File: src/design/mcr_pkg.sv
// ----------------------------------------------------------------------------
// mcr_pkg
// Shared types and constants for the midpoint circle rasterizer.
// ----------------------------------------------------------------------------
package mcr_pkg;

   localparam int CENTER_W    = 12;
   localparam int RADIUS_W    = 11;
   localparam int PIXEL_W     = 14;
   localparam int OCTANT_W    = 3;
   localparam int QUEUE_DEPTH = 2;

   localparam logic [OCTANT_W-1:0] FIRST_OCTANT = 3'd0;
   localparam logic [OCTANT_W-1:0] LAST_OCTANT  = 3'd7;

   typedef enum logic {
      OP_START = 1'b0,
      OP_STEP  = 1'b1
   } mcr_op_type;

   // one step word handed from front to back
   typedef struct packed {
      logic               plot;
      logic               done;
      logic [PIXEL_W-1:0] cx;
      logic [PIXEL_W-1:0] cy;
      logic [PIXEL_W-1:0] major;
      logic [PIXEL_W-1:0] minor;
   } mcr_entry_type;

   typedef struct packed {
      logic [PIXEL_W-1:0] dx;
      logic [PIXEL_W-1:0] dy;
   } mcr_offset_type;

   // octant mirror of the current point
   function automatic mcr_offset_type octant_offset(input logic [OCTANT_W-1:0] oct,
                                                    input logic [PIXEL_W-1:0]  major,
                                                    input logic [PIXEL_W-1:0]  minor);
      mcr_offset_type off;
      unique case (oct)
         3'd0: begin off.dx =  major; off.dy =  minor; end
         3'd1: begin off.dx =  minor; off.dy =  major; end
         3'd2: begin off.dx = -minor; off.dy =  major; end
         3'd3: begin off.dx = -major; off.dy =  minor; end
         3'd4: begin off.dx = -major; off.dy = -minor; end
         3'd5: begin off.dx = -minor; off.dy = -major; end
         3'd6: begin off.dx =  minor; off.dy = -major; end
         default: begin off.dx =  major; off.dy = -minor; end
      endcase
      return off;
   endfunction

endpackage

File: src/design/mcr_if.sv
// ----------------------------------------------------------------------------
// mcr_req_if / mcr_rsp_if
// Valid/ready channels for the rasterizer requests and pixel responses.
// ----------------------------------------------------------------------------
interface mcr_req_if import mcr_pkg::*; ();
   logic                valid;
   logic                ready;
   mcr_op_type          op;
   logic [CENTER_W-1:0] center_x;
   logic [CENTER_W-1:0] center_y;
   logic [RADIUS_W-1:0] radius;

   modport source (output valid, op, center_x, center_y, radius, input ready);
   modport sink   (input valid, op, center_x, center_y, radius, output ready);
endinterface

interface mcr_rsp_if import mcr_pkg::*; ();
   logic                      valid;
   logic                      ready;
   logic signed [PIXEL_W-1:0] pixel_x;
   logic signed [PIXEL_W-1:0] pixel_y;
   logic                      pixel_valid;
   logic                      last_of_step;
   logic                      circle_done;

   modport source (output valid, pixel_x, pixel_y, pixel_valid, last_of_step, circle_done,
                   input ready);
   modport sink   (input valid, pixel_x, pixel_y, pixel_valid, last_of_step, circle_done,
                   output ready);
endinterface

File: src/design/midpoint_circle_rasterizer.sv
// ----------------------------------------------------------------------------
// midpoint_circle_rasterizer
// Midpoint circle generator: start words load a center and radius; step words
// return the eight mirrored pixels of the current point, or one invalid pixel when idle.
// ----------------------------------------------------------------------------
// A start word returns nothing. A step word returns eight pixels, one per
// cycle while the output is not stalled, through the single pixel output
// port; a step with no circle running returns one invalid pixel. The front
// end does the error update in the cycle a word is accepted and parks the
// step in a two-word queue, so new requests keep flowing while the back end
// drains earlier steps, until the queue fills. The first pixel of a step
// passes through the queue entry and then the pixel output register.
module midpoint_circle_rasterizer import mcr_pkg::*; #(
   parameter int COORD_BITS  = 12,
   parameter int RADIUS_BITS = 11
) (
   input  logic      clock,
   input  logic      reset,
   mcr_req_if.sink   req_if,
   mcr_rsp_if.source rsp_if
);

   logic          push_valid, push_ready;
   logic          pop_valid, pop_ready;
   mcr_entry_type push_data, pop_data;

   mcr_front #(
      .COORD_BITS  (COORD_BITS),
      .RADIUS_BITS (RADIUS_BITS)
   ) u_front (
      .clock      (clock),
      .reset      (reset),
      .req        (req_if),
      .push_valid (push_valid),
      .push_ready (push_ready),
      .push_data  (push_data)
   );

   mcr_queue u_queue (
      .clock      (clock),
      .reset      (reset),
      .push_valid (push_valid),
      .push_ready (push_ready),
      .push_data  (push_data),
      .pop_valid  (pop_valid),
      .pop_ready  (pop_ready),
      .pop_data   (pop_data)
   );

   mcr_back u_back (
      .clock     (clock),
      .reset     (reset),
      .pop_valid (pop_valid),
      .pop_ready (pop_ready),
      .pop_data  (pop_data),
      .rsp       (rsp_if)
   );

   // every accepted step lands in the queue, nothing else does
   assert property (@(posedge clock) disable iff (reset)
      (push_valid && push_ready) == (req_if.valid && req_if.ready && req_if.op == OP_STEP))
      else $error("queue push does not match accepted step");

   // an idle step word ends on its single pixel
   assert property (@(posedge clock) disable iff (reset)
      (rsp_if.valid && !rsp_if.pixel_valid) |-> (rsp_if.last_of_step && rsp_if.circle_done))
      else $error("invalid pixel not marked last and done");

   // done only on the final pixel of a step
   assert property (@(posedge clock) disable iff (reset)
      (rsp_if.valid && rsp_if.circle_done) |-> rsp_if.last_of_step)
      else $error("circle done before end of step");

   // a queue word is released only together with its final pixel
   assert property (@(posedge clock) disable iff (reset)
      (pop_valid && pop_ready) |=> (rsp_if.valid && rsp_if.last_of_step))
      else $error("queue word released without its last pixel");

endmodule

File: src/design/mcr_front.sv
// ----------------------------------------------------------------------------
// mcr_front
// Accepts requests, holds the circle state and runs the midpoint update,
// pushing one word per step into the queue.
// ----------------------------------------------------------------------------
module mcr_front import mcr_pkg::*; #(
   parameter int COORD_BITS  = 12,
   parameter int RADIUS_BITS = 11
) (
   input  logic          clock,
   input  logic          reset,
   mcr_req_if.sink       req,
   output logic          push_valid,
   input  logic          push_ready,
   output mcr_entry_type push_data
);

   localparam int OFF_W = RADIUS_BITS + 1;
   localparam int ERR_W = RADIUS_BITS + 3;
   localparam logic signed [OFF_W-1:0] OFF_ONE  = OFF_W'(1);
   localparam logic signed [ERR_W-1:0] ERR_ONE  = ERR_W'(1);
   localparam logic signed [ERR_W-1:0] ERR_ZERO = '0;

   logic                    active_ff, active_in;
   logic [COORD_BITS-1:0]   cx_ff, cx_in;
   logic [COORD_BITS-1:0]   cy_ff, cy_in;
   logic signed [OFF_W-1:0] major_ff, major_in;
   logic signed [OFF_W-1:0] minor_ff, minor_in;
   logic signed [ERR_W-1:0] err_ff, err_in;

   logic signed [OFF_W-1:0] minor_mid, major_nxt;
   logic signed [ERR_W-1:0] err_mid, err_nxt;
   logic                    done_nxt;
   logic                    accept;

   assign req.ready  = push_ready;
   assign accept     = req.valid && push_ready;
   assign push_valid = req.valid && (req.op == OP_STEP);

   // midpoint update
   always_comb begin
      minor_mid = minor_ff;
      err_mid   = err_ff;
      if (err_ff <= ERR_ZERO) begin
         minor_mid = minor_ff + OFF_ONE;
         err_mid   = err_ff + (ERR_W'(minor_mid) <<< 1) + ERR_ONE;
      end
      major_nxt = major_ff;
      err_nxt   = err_mid;
      if (err_mid > ERR_ZERO) begin
         major_nxt = major_ff - OFF_ONE;
         err_nxt   = err_mid - (ERR_W'(major_nxt) <<< 1) - ERR_ONE;
      end
      done_nxt = major_nxt < minor_mid;
   end

   always_comb begin
      push_data.plot  = active_ff;
      push_data.done  = active_ff ? done_nxt : 1'b1;
      push_data.cx    = PIXEL_W'(cx_ff);
      push_data.cy    = PIXEL_W'(cy_ff);
      push_data.major = PIXEL_W'(major_ff);
      push_data.minor = PIXEL_W'(minor_ff);
   end

   always_comb begin
      active_in = active_ff;
      cx_in     = cx_ff;
      cy_in     = cy_ff;
      major_in  = major_ff;
      minor_in  = minor_ff;
      err_in    = err_ff;
      if (accept) begin
         if (req.op == OP_START) begin
            active_in = 1'b1;
            cx_in     = COORD_BITS'(req.center_x);
            cy_in     = COORD_BITS'(req.center_y);
            major_in  = signed'({1'b0, RADIUS_BITS'(req.radius)});
            minor_in  = '0;
            err_in    = '0;
         end else if (active_ff) begin
            active_in = !done_nxt;
            major_in  = major_nxt;
            minor_in  = minor_mid;
            err_in    = err_nxt;
         end
      end
   end

   always_ff @(posedge clock) begin
      if (reset) begin
         active_ff <= 1'b0;
      end else begin
         active_ff <= active_in;
      end
   end

   always_ff @(posedge clock) begin
      cx_ff    <= cx_in;
      cy_ff    <= cy_in;
      major_ff <= major_in;
      minor_ff <= minor_in;
      err_ff   <= err_in;
   end

endmodule

File: src/design/mcr_queue.sv
// ----------------------------------------------------------------------------
// mcr_queue
// Short first-in first-out buffer of step words between front and back.
// ----------------------------------------------------------------------------
module mcr_queue import mcr_pkg::*; (
   input  logic          clock,
   input  logic          reset,
   input  logic          push_valid,
   output logic          push_ready,
   input  mcr_entry_type push_data,
   output logic          pop_valid,
   input  logic          pop_ready,
   output mcr_entry_type pop_data
);

   localparam int PTR_W = (QUEUE_DEPTH > 1) ? $clog2(QUEUE_DEPTH) : 1;
   localparam int CNT_W = $clog2(QUEUE_DEPTH + 1);
   localparam logic [PTR_W-1:0] PTR_LAST = PTR_W'(QUEUE_DEPTH - 1);
   localparam logic [CNT_W-1:0] CNT_FULL = CNT_W'(QUEUE_DEPTH);
   localparam logic [CNT_W-1:0] CNT_ONE  = CNT_W'(1);

   mcr_entry_type    entry_ff [QUEUE_DEPTH];
   logic [PTR_W-1:0] wr_ptr_ff, wr_ptr_in;
   logic [PTR_W-1:0] rd_ptr_ff, rd_ptr_in;
   logic [CNT_W-1:0] count_ff, count_in;
   logic             do_push, do_pop;

   assign push_ready = count_ff != CNT_FULL;
   assign pop_valid  = count_ff != '0;
   assign pop_data   = entry_ff[rd_ptr_ff];
   assign do_push    = push_valid && push_ready;
   assign do_pop     = pop_valid && pop_ready;

   always_comb begin
      wr_ptr_in = wr_ptr_ff;
      rd_ptr_in = rd_ptr_ff;
      count_in  = count_ff;
      if (do_push) begin
         wr_ptr_in = (wr_ptr_ff == PTR_LAST) ? '0 : wr_ptr_ff + PTR_W'(1);
      end
      if (do_pop) begin
         rd_ptr_in = (rd_ptr_ff == PTR_LAST) ? '0 : rd_ptr_ff + PTR_W'(1);
      end
      if (do_push && !do_pop) begin
         count_in = count_ff + CNT_ONE;
      end else if (do_pop && !do_push) begin
         count_in = count_ff - CNT_ONE;
      end
   end

   always_ff @(posedge clock) begin
      if (reset) begin
         wr_ptr_ff <= '0;
         rd_ptr_ff <= '0;
         count_ff  <= '0;
      end else begin
         wr_ptr_ff <= wr_ptr_in;
         rd_ptr_ff <= rd_ptr_in;
         count_ff  <= count_in;
      end
   end

   always_ff @(posedge clock) begin
      if (do_push) begin
         entry_ff[wr_ptr_ff] <= push_data;
      end
   end

endmodule

File: src/design/mcr_back.sv
// ----------------------------------------------------------------------------
// mcr_back
// Walks the eight octants of each step word and drives the pixel output
// register, one pixel per cycle while the output is not stalled by rsp.ready.
// ----------------------------------------------------------------------------
module mcr_back import mcr_pkg::*; (
   input  logic          clock,
   input  logic          reset,
   input  logic          pop_valid,
   output logic          pop_ready,
   input  mcr_entry_type pop_data,
   mcr_rsp_if.source     rsp
);

   logic                      rsp_valid_ff, rsp_valid_in;
   logic signed [PIXEL_W-1:0] pixel_x_ff, pixel_x_in;
   logic signed [PIXEL_W-1:0] pixel_y_ff, pixel_y_in;
   logic                      pixel_valid_ff, pixel_valid_in;
   logic                      last_ff, last_in;
   logic                      done_ff, done_in;
   logic [OCTANT_W-1:0]       oct_ff, oct_in;

   logic                      load;
   logic                      word_end;
   mcr_offset_type            off;

   assign load      = !rsp_valid_ff || rsp.ready;
   assign word_end  = !pop_data.plot || (oct_ff == LAST_OCTANT);
   assign pop_ready = load && word_end;
   assign off       = octant_offset(oct_ff, pop_data.major, pop_data.minor);

   assign rsp.valid        = rsp_valid_ff;
   assign rsp.pixel_x      = pixel_x_ff;
   assign rsp.pixel_y      = pixel_y_ff;
   assign rsp.pixel_valid  = pixel_valid_ff;
   assign rsp.last_of_step = last_ff;
   assign rsp.circle_done  = done_ff;

   always_comb begin
      rsp_valid_in   = rsp_valid_ff;
      pixel_x_in     = pixel_x_ff;
      pixel_y_in     = pixel_y_ff;
      pixel_valid_in = pixel_valid_ff;
      last_in        = last_ff;
      done_in        = done_ff;
      oct_in         = oct_ff;
      if (load) begin
         rsp_valid_in = pop_valid;
         if (pop_valid) begin
            if (pop_data.plot) begin
               pixel_x_in     = signed'(pop_data.cx + off.dx);
               pixel_y_in     = signed'(pop_data.cy + off.dy);
               pixel_valid_in = 1'b1;
               last_in        = word_end;
               done_in        = word_end && pop_data.done;
            end else begin
               // step with no circle running
               pixel_x_in     = '0;
               pixel_y_in     = '0;
               pixel_valid_in = 1'b0;
               last_in        = 1'b1;
               done_in        = 1'b1;
            end
            oct_in = word_end ? FIRST_OCTANT : oct_ff + OCTANT_W'(1);
         end
      end
   end

   always_ff @(posedge clock) begin
      if (reset) begin
         rsp_valid_ff <= 1'b0;
         oct_ff       <= FIRST_OCTANT;
      end else begin
         rsp_valid_ff <= rsp_valid_in;
         oct_ff       <= oct_in;
      end
   end

   always_ff @(posedge clock) begin
      pixel_x_ff     <= pixel_x_in;
      pixel_y_ff     <= pixel_y_in;
      pixel_valid_ff <= pixel_valid_in;
      last_ff        <= last_in;
      done_ff        <= done_in;
   end

endmodule
File: src/flat_wrapper.sv
// flat-port wrapper written by rule: the top's interface ports become plain ports
module midpoint_circle_rasterizer_flat import mcr_pkg::*;
#(
   parameter int COORD_BITS  = 12,
   parameter int RADIUS_BITS = 11
)
  (clock, reset, req_if_valid, req_if_op, req_if_center_x, req_if_center_y, req_if_radius, req_if_ready, rsp_if_valid, rsp_if_pixel_x, rsp_if_pixel_y, rsp_if_pixel_valid, rsp_if_last_of_step, rsp_if_circle_done, rsp_if_ready);
  mcr_req_if req_if_i ();
  mcr_rsp_if rsp_if_i ();
  input  logic clock;
  input  logic reset;
  input wire logic [$bits(req_if_i.valid)-1:0] req_if_valid;
  input wire logic [$bits(req_if_i.op)-1:0] req_if_op;
  input wire logic [$bits(req_if_i.center_x)-1:0] req_if_center_x;
  input wire logic [$bits(req_if_i.center_y)-1:0] req_if_center_y;
  input wire logic [$bits(req_if_i.radius)-1:0] req_if_radius;
  output wire logic [$bits(req_if_i.ready)-1:0] req_if_ready;
  output wire logic [$bits(rsp_if_i.valid)-1:0] rsp_if_valid;
  output wire logic [$bits(rsp_if_i.pixel_x)-1:0] rsp_if_pixel_x;
  output wire logic [$bits(rsp_if_i.pixel_y)-1:0] rsp_if_pixel_y;
  output wire logic [$bits(rsp_if_i.pixel_valid)-1:0] rsp_if_pixel_valid;
  output wire logic [$bits(rsp_if_i.last_of_step)-1:0] rsp_if_last_of_step;
  output wire logic [$bits(rsp_if_i.circle_done)-1:0] rsp_if_circle_done;
  input wire logic [$bits(rsp_if_i.ready)-1:0] rsp_if_ready;
  assign req_if_i.valid = req_if_valid;
  assign req_if_i.op = req_if_op;
  assign req_if_i.center_x = req_if_center_x;
  assign req_if_i.center_y = req_if_center_y;
  assign req_if_i.radius = req_if_radius;
  assign req_if_ready = req_if_i.ready;
  assign rsp_if_valid = rsp_if_i.valid;
  assign rsp_if_pixel_x = rsp_if_i.pixel_x;
  assign rsp_if_pixel_y = rsp_if_i.pixel_y;
  assign rsp_if_pixel_valid = rsp_if_i.pixel_valid;
  assign rsp_if_last_of_step = rsp_if_i.last_of_step;
  assign rsp_if_circle_done = rsp_if_i.circle_done;
  assign rsp_if_i.ready = rsp_if_ready;
  midpoint_circle_rasterizer #(.COORD_BITS(COORD_BITS), .RADIUS_BITS(RADIUS_BITS)) u_core (.clock(clock), .reset(reset), .req_if(req_if_i), .rsp_if(rsp_if_i));
endmodule
File: config.mk
export PLATFORM = sky130hd
export DESIGN_NAME = midpoint_circle_rasterizer_flat
export DESIGN_NICKNAME = d
export VERILOG_FILES = /design/src/design/mcr_pkg.sv /design/src/design/mcr_if.sv /design/src/design/midpoint_circle_rasterizer.sv /design/src/design/mcr_front.sv /design/src/design/mcr_queue.sv /design/src/design/mcr_back.sv /design/src/flat_wrapper.sv
export SDC_FILE = /design/constraint.sdc
export NUM_CORES = 1
export LEC_CHECK = 0
export ABC_AREA = 1
export BUFFER_PORTS_ARGS = -buffer_cell sky130_fd_sc_hd__clkbuf_2
export CAP_MARGIN = 20
export CORE_MARGIN = 5
export CORE_UTILIZATION = 46
export CTS_CLUSTER_DIAMETER = 100
export DETAILED_ROUTE_END_ITERATION = 16
export GPL_ROUTABILITY_DRIVEN = 1
export GPL_TIMING_DRIVEN = 0
export PLACE_DENSITY_LB_ADDON = 0.05
export SKIP_LAST_GASP = 1
export SYNTH_ARGS = -nofsm -noshare
export SYNTH_HDL_FRONTEND = slang
export SYNTH_HIERARCHICAL = 1
export SYNTH_SLANG_ARGS = --single-unit
File: constraint.sdc
create_clock -name clock -period 7.77 [get_ports clock]
set_input_delay 0.777 -clock clock [delete_from_list [all_inputs] [get_ports clock]]
set_output_delay 0.777 -clock clock [all_outputs]
set_load 0.05 [all_outputs]
Word level (Yosys, flattened, before mapping)

Memory sizes are Yosys's and may differ from the RTL's. A register that Yosys moved wholly into a read port is not among the register bits.
Cells that the tools add are included.

$add $sub $neg: 15
Magnitude comparators: 3
Eq/ne operators: 9
Muxes and demuxes: 22
Bitwise logic cells: 1
Reductions and logical operators: 21

Operators with widths:

| cell                                                                    | number |
|---|---|
| 28-bit case mux with 7 select lines                                     | 1 |
| 12-bit 2-to-1 mux                                                       | 4 |
| 14-bit 2-to-1 mux                                                       | 3 |
| 14-bit adder                                                            | 2 |
| 14-bit negator                                                          | 2 |
| 14-bit by 13-bit adder with 14-bit output                               | 1 |
| 14-bit by 2-bit adder with 14-bit output (second input constant)        | 1 |
| 14-bit by 1-bit > comparator with 1-bit output (second input constant)  | 1 |
| 14-bit by 1-bit <= comparator with 1-bit output (second input constant) | 1 |
| 14-bit by 13-bit subtractor with 14-bit output                          | 1 |
| 14-bit by 2-bit subtractor with 14-bit output (second input constant)   | 1 |
| 12-bit by 2-bit adder with 12-bit output (second input constant)        | 1 |
| 3-bit equality test (second input constant)                             | 4 |
| 12-bit less-than comparator                                             | 1 |
| 12-bit by 2-bit subtractor with 12-bit output (second input constant)   | 1 |
| 11-bit 2-to-1 mux                                                       | 1 |
| 1-bit 2-to-1 mux                                                        | 10 |
| 1-bit logical AND                                                       | 8 |
| 3-bit by 2-bit equality test with 1-bit output (second input constant)  | 2 |
| 2-bit AND reduction                                                     | 3 |
| 1-bit logical NOT                                                       | 5 |
| 2-bit 2-to-1 mux                                                        | 2 |
| 2-bit nonzero test                                                      | 2 |
| 3-bit by 1-bit adder with 3-bit output (second input constant)          | 1 |
| other kinds (10)                                                        | 12 |

Bits in registers: 102
Memory bits (writable): 108
Input bits: 40
Output and inout port bits: 33
Logic and storage cells: 89
Memories kept: 1

Memory list:

| memory                  | words | width | rd ports | clocked after memory_dff | write ports | line            | RTL |
|---|---|---|---|---|---|---|---|
| u_core.u_queue.entry_ff | 2     | 54    | 1        | 1                        | 1           | mcr_queue.sv:22 | `mcr_entry_type entry_ff [QUEUE_DEPTH];` |

Depth between registers and ports, before layout

Gate-level depths: netlist (run 1).

Word-level depth: 10
Gate-level depth with buffers: 35
Mapped depth without buffers: 34

Modules after synthesis

The synthesis (run 1) kept the hierarchy.

By module, submodules not included:

| module    | times used | cells each | area each (µm²) | seq. area each (µm²) |
|---|---|---|---|---|
| mcr_front | 1          | 625        | 4898.4          | 1881.8 |
| mcr_queue | 1          | 217        | 4499.3          | 3583.4 |
| mcr_back  | 1          | 551        | 3942.5          | 1011.0 |

Worst setup path before layout (run 1)

No wires, ideal clock.

Path type: input-to-reg
Start point: input port req_if_op
End point: memory u_core/u_queue/entry_ff[0][0] in the netlist's numbering, enable pin
Setup time: 0.474 ns
Data arrival time: 3.934 ns
Required time: 7.296 ns
Setup slack: 3.362 ns
Stages on the path: 6
Buffers on the path: 2
Cell sequence: clkbuf_1 > clkbuf_1 > nand2_1 > inv_1 > nand2_1 > nor2_1

Longest elaborated chain between the ends: 4

RTL lines:

| element                                | line                             | RTL |
|---|---|---|
| from (decl)                            | flat_wrapper.sv:13               | `input wire logic [$bits(req_if_i.op)-1:0] req_if_op;` |
| 1-bit logical AND                      | mcr_front.sv:38                  | `assign push_valid = req.valid && (req.op == OP_STEP);` |
| net u_core.push_valid                  | midpoint_circle_rasterizer.sv:23 | `logic push_valid, push_ready;` |
| 1-bit logical AND                      | mcr_queue.sv:31                  | `assign do_push = push_valid && push_ready;` |
| 1-bit 2-to-1 mux                       | mcr_queue.sv:64                  | `if (do_push) begin` |
| 1-bit 2-to-1 mux (implied by the code) | mcr_queue.sv:65                  | `entry_ff[wr_ptr_ff] <= push_data;` |
| to (decl)                              | mcr_queue.sv:22                  |  |

The timed path passes the listed nets, and every way through them passes these cells.

==> flow_summary.json, run 1 <==
{
  "cap_violations": 0,
  "fillers": 2693,
  "cp-startpoint": "u_core/u_front/minor_ff[0]",
  "fin_area_um2": 15100,
  "postCtsHoldBufs": 0,
  "synth.area.top_cells": "edfxtp_1 (47%), nand2_1 (8.3%), ha_1 (7.0%)",
  "grt_pass1_wl_um": 52000,
  "finalHoldViolCount": 0,
  "synth_flop_cell": "edfxtp_1",
  "syn-cell-area_um2": 13300,
  "cts_buffers": 24,
  "synth_edf_count": 209,
  "p_per_area_nw_per_um2": 471,
  "tritoncts": "built",
  "slowest_delay_ps": 670,
  "async_reset_ff_share_pct": 0,
  "cts_root_buf": "clkbuf_16",
  "path_class": "reg2reg",
  "fin_crit_ps": 5550,
  "drive_above_1_share_pct": 17.7,
  "yosysMostFrequentCell": "nand2_1",
  "pin_count": 73,
  "rsz0062_at_grt": "false",
  "nNetsFinal": 1618,
  "start_kind": "flop",
  "ant_nets": 0,
  "antenna_found_initial": 0,
  "synth-seq-cells": 219,
  "reg2reg_from": "u_core/u_front/minor_ff[0]",
  "yosys.area.top_type": "edfxtp_1",
  "placed_area_um2": 14400,
  "cts.sinks": 219,
  "die_y_um": 180,
  "relSlewSlack_pct": 44.1,
  "rows": 62,
  "worst_setup_path_end_kind": "flop",
  "htreeDepth": 1,
  "track_usage_pct": 19.8,
  "wl_per_cell_um": 17.3,
  "syn_inst": 1393,
  "fin_util_pct": 52.6,
  "post_synth.cell_area_avg_um2": 9.58,
  "crit_slowest_cell": "o21ai_0",
  "critPathCapture": "u_core/u_queue/entry_ff[1][56]",
  "max_freq_ghz": 0.180,
  "worst_pin_slew_ps": 829,
  "finClkSkew_ps": 11.2,
  "route.detailed.drc": 0,
  "routabilityCongestion": 0.956,
  "wl_met2_um": 14500,
  "ys_types": 56,
  "routed_wl_um": 32800,
  "cts_setup_buffers": 0,
  "r2r_slack_ps": 2220,
  "holdPathStages": 1,
  "grt_pass1_vias": 9544,
  "drt-initial-drc-count": 671,
  "hold_path.class": "in2reg",
  "fin_crit_sh_pct": 71.4,
  "yosysWarningCount": 6,
  "viasPerCell": 5.25,
  "path_max_fanout": 10,
  "cts.repair.resized": 0,
  "first_pass_iters": 5,
  "cts_buffer_depth": 3,
  "synthTopCellsByCount": "nand2_1 (296), edfxtp_1 (209), inv_1 (157)",
  "fp.dieW_um": 180,
  "setup_viol": 0,
  "vdd.ir_drop.worst_v": 0.000221,
  "synth_top_area_share_pct": 47.0,
  "multiInputGateArea_um2": 6030,
  "slew_violations": 0,
  "syn_to_final_growth_pct": 13.2,
  "highest_layer": "met4",
  "p_leak_nw": 6.37,
  "cp.arrival_ps": 5800,
  "io_buffers": 71,
  "m1WireLength_um": 15700,
  "status": "complete, no violations",
  "num_vias": 9978,
  "finalNonFillerCells": 1900,
  "setup_tns_ps": 0,
  "die_area_um2": 32500,
  "seq_area_um2": 6480,
  "ys_seq_area_share_pct": 48.5,
  "hold_ws_ps": 428,
  "coreArea_um2": 28700,
  "reg2regPathDepth": 27,
  "placed_cells": 1857,
  "required_ps": 8020,
  "place_hpwl_um": 25800,
  "start_util_pct": 46.5,
  "wl_met3_um": 1850,
  "grt_max_degree": 33,
  "clkSlewWorstSetupHoldPaths_ps": 60,
  "rr_endpoint": "u_core/u_queue/entry_ff[1][56]",
  "cp_common_cell": "nand2_1",
  "worstSkewPairLatency_ps": 520,
  "n_antenna_cell": 0,
  "grt-ovfl-total": 0
}
[layout make-up]
class | count | share of cell area (%)
clock inverters | 14 | 0.853
well taps | 384 | 3.18
repair buffers | 77 | 3.25
flip-flops and latches | 219 | 42.9
inverters | 173 | 4.30
multi-input cells | 967 | 39.9
plain buffers | 37 | 1.49
clock buffers | 29 | 4.10
[kinds of logic after synthesis]
logic type / after synthesis / synth area share, %
AOI/OAI and AO/OA: 225 / 9.77
adders and majority gates: 79 / 7.63
muxes: 60 / 5.61
buffers and inverters: 210 / 6.56
other: 1 / 0.0281
and+or+nand+nor: 558 / 19.2
xor gates and xnor gates: 41 / 2.69
DFF: 219 / 48.5
[metrics by stage]
| step | setup WS, ps | power [W] |
|---|---|---|
| after floorplan | 3360 | 0.00494 |
| after global placement | 925 | 0.00596 |
| after detailed placement | 2350 | 0.00602 |
| after CTS | 2310 | 0.00714 |
| after global routing | 1830 | 0.00772 |
| final | 2220 | 0.00712 |
[cell usage in the layout, fill, tap and decap left out, types with 15 or more instances in the layout]
cell / synthesis / layout
ha_1: 75 / 75
nand2_2: 16 / 16
inv_1: 157 / 157
mux2_2: 38 / 38
nand2_1: 296 / 296
inv_2: 15 / 15
xor2_1: 28 / 28
clkbuf_1: 13 / 18
edfxtp_1: 209 / 209
clkbuf_2: 0 / 71
nor2_1: 103 / 99
mux2_4: 20 / 20
a21oi_1: 79 / 79
clkbuf_16: 0 / 24
nand3_1: 63 / 63
o21ai_0: 71 / 71
[registers in the layout, indices dropped and copies added, names as in the netlist, named ones only]
| name | flops |
|---|---|
| u_core/u_front/cx_ff | 12 |
| u_core/u_front/err_ff | 14 |
| u_core/u_front/major_ff | 12 |
| u_core/u_back/rsp.circle_done | 1 |
| u_core/u_back/rsp.valid | 1 |
| u_core/u_front/cy_ff | 12 |
| u_core/u_back/rsp.last_of_step | 1 |
| u_core/u_back/rsp.pixel_y | 14 |
| u_core/u_front/active_ff | 1 |
| u_core/u_queue/count_ff | 2 |
| u_core/u_back/oct_ff | 3 |
| u_core/u_back/rsp.pixel_x | 14 |
| u_core/u_front/minor_ff | 12 |
| u_core/u_back/rsp.pixel_valid | 1 |
| u_core/u_queue/rd_ptr_ff | 1 |
| u_core/u_queue/wr_ptr_ff | 1 |
| u_core/u_queue/entry_ff | 116 |
[per-layer routing]
metal | up-vias | global-route usage [%]
met5 | - | 0
met2 | 243 | 30.9
met3 | 53 | 2.93
met1 | 4689 | 29.4
li1 | 4993 | -
met4 | 0 | 4.60
[power by group]
part | total [W] | leakage, nW | switching, W | internal, W
clock network | 0.00109 | 0.360 | 0.000452 | 0.000634
logic | 0.00425 | 3.97 | 0.00283 | 0.00142
registers | 0.00178 | 2.03 | 0.000124 | 0.00166
[worst min-delay path by stage]
stage | start | to
final | req_if_center_y[7] | u_core/u_front/cy_ff[7]
after CTS | req_if_center_y[2] | u_core/u_front/cy_ff[2]
after detailed placement | u_core/u_front/cy_ff[2] | u_core/u_queue/entry_ff[1][30]
after global placement | u_core/u_front/cy_ff[3] | u_core/u_queue/entry_ff[0][31]
after global routing | req_if_center_y[2] | u_core/u_front/cy_ff[2]
after floorplan | u_core/u_front/cy_ff[0] | u_core/u_queue/entry_ff[0][28]
[critical path, delay by kind of cell, from the launching register on]
| family | cells | cell delay (ps) |
|---|---|---|
| adders and majority gates | 3 | 920 |
| buffers and inverters | 3 | 350 |
| and+or+nand+nor | 15 | 1600 |
| DFF | 1 | 440 |
| AOI/OAI and AO/OA | 5 | 1740 |
| xor gates and xnor gates | 1 | 210 |
(Power assumes the default switching activity.)
==> inputs of run 2 (changes only) <==
ABC_AREA = 0   (was 1)
clock period = 4.5 ns   (was 7.77 ns; I/O delays follow)
==> run 2 against run 1 <==
  * Clock-buffer cell count rose by 4
  * Worst setup slack got worse by 3200 ps
  * Critical path type unchanged
  * Total power increased by 71%
  * Highest routed layer unchanged
  * Clock skew up 1.4 ps
  * Fmax grew 1.3%
  * Final area up 9.8%
  * Sequential power up 72%
  * Utilization grew 3.5 points
  * Critical endpoint unchanged
  * First-iteration DRC count grew 18%
  * Register-to-register slack lost 3200 ps
  * Global-route usage increased by 1.8 points
  * The run now ends with negative setup slack left
==> flow_summary.json, run 2 <==
{
  "synth.area.top_cells": "edfxtp_1 (46%), ha_1 (6.9%), mux2_2 (5.3%)",
  "start_kind": "flop",
  "finalHoldViolCount": 0,
  "synthXorXnorAreaFrac_pct": 4.87,
  "path_max_fanout": 8,
  "final_cell_mix": "edfxtp_1 (209), nor2_1 (107), nand2_1 (82), clkbuf_2 (76), o21ai_0 (64)",
  "yosysMostFrequentCell": "edfxtp_1",
  "worstSkewPairLatency_ps": 530,
  "synth_fa_ha_area_share_pct": 7.44,
  "rows": 63,
  "start_util_pct": 46.3,
  "die_area_um2": 33300,
  "yosys.area.top_type": "edfxtp_1",
  "cap_violations": 0,
  "synthTopCellsByCount": "edfxtp_1 (209), nor2_1 (116), nand2_1 (90)",
  "finClkSkew_ps": 12.5,
  "ys_types": 96,
  "hold_path.class": "in2reg",
  "wl_per_cell_um": 20.3,
  "largest_register": "u_core/u_queue/entry_ff",
  "worst_pin_slew_ps": 954,
  "holdPathStages": 1,
  "violations": "negative setup slack",
  "coreArea_um2": 29600,
  "num_vias": 10500,
  "synth_compound_area_share_pct": 15.9,
  "fp.dieW_um": 183,
  "final_common_cell": "edfxtp_1",
  "die_y_um": 183,
  "syn_inst": 1251,
  "grt-ovfl-total": 0,
  "synth_top_area_share_pct": 45.8,
  "n_antenna_cell": 0,
  "r2r_slack_ps": -980,
  "nNetsFinal": 1525,
  "fin_crit_ps": 5480,
  "grt_pass1_wl_um": 57100,
  "worstHoldStart": "req_if_center_x[5]",
  "place_ws_ps": -1520,
  "path_class": "reg2reg",
  "viasPerCell": 5.76,
  "rsz0062_at_grt": "true",
  "grt_max_degree": 59,
  "rr_endpoint": "u_core/u_queue/entry_ff[1][56]",
  "fin_crit_sh_pct": 122,
  "vdd.ir_drop.worst_v": 0.000432,
  "finalWorstSetupSlack_ps": -976,
  "relSlewSlack_pct": 36.4,
  "cts.sinks": 219,
  "setup_tns_ps": -4040,
  "clkSlewWorstSetupHoldPaths_ps": 60,
  "cts_buffer_depth": 3,
  "async_reset_ff_share_pct": 0,
  "pin_count": 73,
  "p_per_area_nw_per_um2": 734,
  "antenna_found_initial": 1,
  "post_synth.cell_area_avg_um2": 10.9,
  "min_to": "u_core/u_front/cx_ff[5]",
  "fillers": 2597,
  "routabilityCongestion": 0.901,
  "cts_buffers": 26,
  "largest_register_ffs": 116,
  "yosysWarningCount": 6,
  "place_hpwl_um": 26700,
  "max_freq_ghz": 0.183,
  "reg2reg_from": "u_core/u_front/minor_ff[1]",
  "ant_nets": 0,
  "multiInputGateArea_um2": 7330,
  "routed_wl_um": 36900,
  "worst_setup_path_end_kind": "flop",
  "synth_top_family_by_area": "compound AO/OA/AOI/OAI gates",
  "route.detailed.drc": 0,
  "cts_root_buf": "clkbuf_16",
  "reg2regPathDepth": 24,
  "p_leak_nw": 6.18,
  "slew_violations": 0,
  "syn_to_final_growth_pct": 21.1,
  "setup_viol": 7,
  "hold_ws_ps": 94.3,
  "synth_edf_count": 209,
  "tritoncts": "built",
  "track_usage_pct": 21.6,
  "htreeDepth": 1,
  "synth-simple-area-share_pct": 14.8,
  "synth_flop_cell": "edfxtp_1",
  "grt_pass1_vias": 10000,
  "syn-cell-area_um2": 13700,
  "seq_area_um2": 6480,
  "status": "complete, but fails checks",
  "synth-seq-cells": 219,
  "drt-initial-drc-count": 790,
  "synth_mux_area_share_pct": 6.29,
  "drive_above_1_share_pct": 27.0,
  "io_buffers": 71,
  "cp.arrival_ps": 5830,
  "first_pass_iters": 5,
  "required_ps": 4860,
  "ys_seq_area_share_pct": 47.3
}
[run 2: cell count changes after synthesis, moves of 20 or more]
cell	change
inv_1	-113
nand3_1	-50
mux2_2	+26
a21oi_1	-27
or3_1	+31
xnor2_1	+21
clkbuf_1	+20
mux2_4	-20
nand2_1	-206
[run 2: where the power goes]
group | leakage (nW) | internal [W] | switching, W
sequential | 2.03 | 0.00282 | 0.000251
combinational | 3.71 | 0.00283 | 0.00412
clock | 0.439 | 0.00132 | 0.000834
total | 6.18 | 0.00697 | 0.00521
[run 2: layout make-up]
| cell class | instances | share of cell area [%] |
|---|---|---|
| Buffer | 59 | 2.33 |
| Clock inverter | 15 | 0.981 |
| Sequential cell | 219 | 39.1 |
| Clock buffer | 33 | 4.39 |
| Inverter | 44 | 1.01 |
| Timing Repair Buffer | 125 | 5.09 |
| Multi-Input combinational cell | 931 | 44.2 |
| Tap cell | 390 | 2.94 |
[run 2: worst max path at each step]
stage                                from                        endpoint  slack, ps  cells past startpoint
3_5_place_dp   u_core/u_front/minor_ff[2]  u_core/u_queue/entry_ff[0][56]      -1520                     25
6_report       u_core/u_front/minor_ff[1]  u_core/u_queue/entry_ff[1][56]       -980                     24
3_3_place_gp   u_core/u_front/minor_ff[0]  u_core/u_queue/entry_ff[0][56]      -1540                     23
4_1_cts        u_core/u_front/minor_ff[0]  u_core/u_queue/entry_ff[1][56]      -1030                     26
5_1_grt        u_core/u_front/minor_ff[1]  u_core/u_queue/entry_ff[0][56]      -1190                     24
2_1_floorplan  u_core/u_front/minor_ff[0]  u_core/u_queue/entry_ff[0][56]       -510                     25
[run 2: kinds of logic (layout without fill, tap and decap cells)]
logic type	Yosys count	in the layout
other cells	1	4
mux	78	78
compound gates	313	313
buf+inv	104	276
xor+xnor	74	74
simple gates	383	383
fa+ha+maj	79	79
flops	219	219
[run 2: critical path: stages (launching register included)]
cell,delay [ps]
edfxtp_1,450
ha_4,190
nand3_4,90
or2_4,270
xnor2_2,200
ha_2,360
a21o_1,230
o21ai_2,190
o311ai_4,160
o21ai_2,180
xnor2_2,180
mux2i_4,310
o31ai_4,100
buf_6,160
buf_8,130
buf_6,110
or3_4,380
nand2_4,100
ha_4,200
nand4_1,170
nor3_2,90
a2111oi_4,430
o21ai_2,140
o31a_1,270
o21ai_2,180
[run 2: repair_timing]
item,in CTS,in global routing
hold buffers,0,0
pin swaps,30,20
gates resized for setup,67,69
endpoints found under the setup margin,19,21
cloned,1,0
buffers inserted,48,21
[run 2: per-stage QoR]
stage | cell area [µm²] | power [W] | util (%) | std cells
after detailed placement | 14700 | 0.00926 | 49.8 | 1718
after CTS | 16200 | 0.0119 | 54.6 | 1795
after global placement | 14600 | 0.00917 | 49.5 | 1715
final | 16600 | 0.0122 | 56.1 | 1816
after floorplan | 13800 | 0.00775 | - | 1254
after global routing | 16600 | 0.0130 | 56.1 | 1816
[run 2: per-layer routing]
metal	part of all wire, %	GRT usage, %
met1	47	32.8
met2	44	32.0
met3	6.7	3.69
met4	2.8	5.73
met5	0	0
==> inputs of run 3 (changes only) <==
ABC_AREA = 1   (was 0)
==> run 3 against run 2 <==
  * The run still ends with negative setup slack left
  * Routed wire length fell by 9.4%
  * Utilization is 1.2 points lower
  * Global-route usage fell by 1.7 points
  * Sequential cell count unchanged
  * First-iteration DRC count shrank 6.2%
  * Clock-buffer cell count fell by 4
  * Total power is 4.4% higher
  * Clock skew fell by 0.52 ps
  * Register-to-register slack improved by 850 ps
  * Combinational power rose by 12%
  * Final area decreased by 5.0%
==> flow_summary.json, run 3 (synthesis results as in run 1) <==
{
  "status": "complete, but fails checks",
  "violations": "negative setup slack",
  "route.detailed.drc": 0,
  "coreArea_um2": 28700,
  "cts_buffer_depth": 3,
  "grt_max_degree": 33,
  "p_leak_nw": 6.57,
  "path_max_fanout": 7,
  "crit_slowest_cell": "edfxtp_1",
  "slowest_delay_ps": 410,
  "die_area_um2": 32500,
  "antenna_found_initial": 0,
  "n_antenna_cell": 0,
  "vdd.ir_drop.worst_v": 0.000382,
  "htreeDepth": 1,
  "p_per_area_nw_per_um2": 806,
  "fillers": 2621,
  "routed_wl_um": 33400,
  "rsz0062_at_grt": "true",
  "placed_cells": 1857,
  "nNetsFinal": 1644,
  "largest_register_ffs": 116,
  "num_vias": 10100,
  "finClkSkew_ps": 12.0,
  "cts_buffers": 24,
  "syn_to_final_growth_pct": 18.1,
  "cap_violations": 0,
  "hold_path.class": "in2reg",
  "place_hpwl_um": 25800,
  "drt-initial-drc-count": 741,
  "fin_crit_ps": 4620,
  "pin_count": 73,
  "max_freq_ghz": 0.216,
  "worst_setup_path_end_kind": "flop",
  "die_y_um": 180,
  "ant_nets": 0,
  "finalHoldViolCount": 0,
  "setup_viol": 3,
  "grt-ovfl-total": 0,
  "required_ps": 4750,
  "cp.arrival_ps": 4870,
  "cts.sinks": 219,
  "fp.dieW_um": 180,
  "cp-startpoint": "u_core/u_front/minor_ff[1]",
  "finalNonFillerCells": 1926,
  "reg2reg_from": "u_core/u_front/minor_ff[1]",
  "worst_pin_slew_ps": 826,
  "tritoncts": "built",
  "placed_area_um2": 14400,
  "slew_violations": 0,
  "track_usage_pct": 20.0,
  "start_util_pct": 46.5,
  "critPathCapture": "u_core/u_queue/entry_ff[1][56]",
  "final_common_cell": "nand2_1",
  "first_pass_iters": 6,
  "routabilityCongestion": 0.956,
  "path_class": "reg2reg",
  "grt_pass1_vias": 9689,
  "finalWorstSetupSlack_ps": -123,
  "viasPerCell": 5.23,
  "reg2regPathDepth": 31,
  "start_kind": "flop",
  "r2r_slack_ps": -120,
  "io_buffers": 71,
  "final_cell_mix": "nand2_1 (283), edfxtp_1 (209), inv_1 (152), nor2_1 (91), a21oi_1 (74)",
  "worstSkewPairLatency_ps": 520,
  "drive_above_1_share_pct": 23.0,
  "largest_register": "u_core/u_queue/entry_ff",
  "clkSlewWorstSetupHoldPaths_ps": 60,
  "wl_per_cell_um": 17.3,
  "rr_endpoint": "u_core/u_queue/entry_ff[1][56]",
  "cts_root_buf": "clkbuf_16",
  "relSlewSlack_pct": 44.9,
  "rows": 62,
  "cp_common_cell": "nand2_1",
  "grt_pass1_wl_um": 52600,
  "fin_area_um2": 15800,
  "fin_crit_sh_pct": 103
}
run 3: changes by cell type in the layout (fill, tap and decap cells not counted), sizes merged, moves of 22 or more:
cell | before | now
nand2 | 91 | 318
inv | 45 | 173
nand3 | 13 | 78
or3 | 39 | 1
a21oi | 53 | 80
buf | 82 | 55
clkbuf | 135 | 113
xnor2 | 35 | 13
run 3: layout make-up:
type	count	area [µm²]	area share (%)
Buffer	37	245	1.56
Sequential cell	219	6480	41.1
Multi-Input combinational cell	967	6440	40.9
Clock buffer	29	619	3.93
Timing Repair Buffer	103	718	4.56
Inverter	173	652	4.14
Tap cell	384	480	3.05
Clock inverter	14	129	0.818
run 3: worst min path at each step:
stage / startpoint / endpoint / slack (ps) / cells after the start
2_1_floorplan: u_core/u_front/cy_ff[0] / u_core/u_queue/entry_ff[0][28] / 420 / 0
3_3_place_gp: u_core/u_front/cy_ff[3] / u_core/u_queue/entry_ff[0][31] / 420 / 0
3_5_place_dp: u_core/u_front/cy_ff[2] / u_core/u_queue/entry_ff[1][30] / 430 / 0
4_1_cts: req_if_center_y[2] / u_core/u_front/cy_ff[2] / 70 / 1
5_1_grt: req_if_center_y[2] / u_core/u_front/cy_ff[2] / 70 / 1
6_report: req_if_center_y[7] / u_core/u_front/cy_ff[7] / 100 / 1
run 3: where the power goes:
group	total (W)	switching [W]	internal, W
registers	0.00308	0.000219	0.00286
clock network	0.00187	0.000779	0.00109
logic	0.00776	0.00505	0.00271
total	0.0127	0.00605	0.00666
run 3: stage by stage:
stage / util (%) / TNS [ps] / setup slack [ps] / hold slack [ps] / power [W]
after floorplan: - / 0 / 184 / 421 / 0.00854
after global routing: 54.9 / -1130 / -399 / 74.2 / 0.0138
after global placement: 49.4 / -234530 / -2020 / 421 / 0.0103
final: 54.9 / -290 / -123 / 100 / 0.0127
after CTS: 53.6 / 0 / 5.54 / 67.4 / 0.0125
after detailed placement: 50.0 / -2680 / -923 / 431 / 0.0104
run 3: repair_timing:
action                                  CTS  global route
cloned                                    1             0
pin swaps                                 2            29
buffers inserted                         14            11
resized for setup                        44            54
hold endpoints to repair                  0             0
endpoints found under the setup margin    3             3
hold buffers                              0             0
run 3: worst max-delay path, delay by kind of cell (launching register included):
kind | cells | cell delay (ps)
adder cells (fa/ha/maj) | 3 | 780
XOR/XNOR | 1 | 210
buffers and inverters | 4 | 410
flip-flops | 1 | 410
AND/OR/NAND/NOR | 20 | 1890
AO/OA/AOI/OAI | 3 | 660
run 3: per-layer routing:
metal | vias up | track usage, % | wire [µm]
met4 | 0 | 4.42 | 648
met5 | - | 0 | 0
li1 | 5048 | - | -
met3 | 35 | 2.91 | 2020
met2 | 266 | 31.5 | 15000
met1 | 4725 | 29.5 | 15700
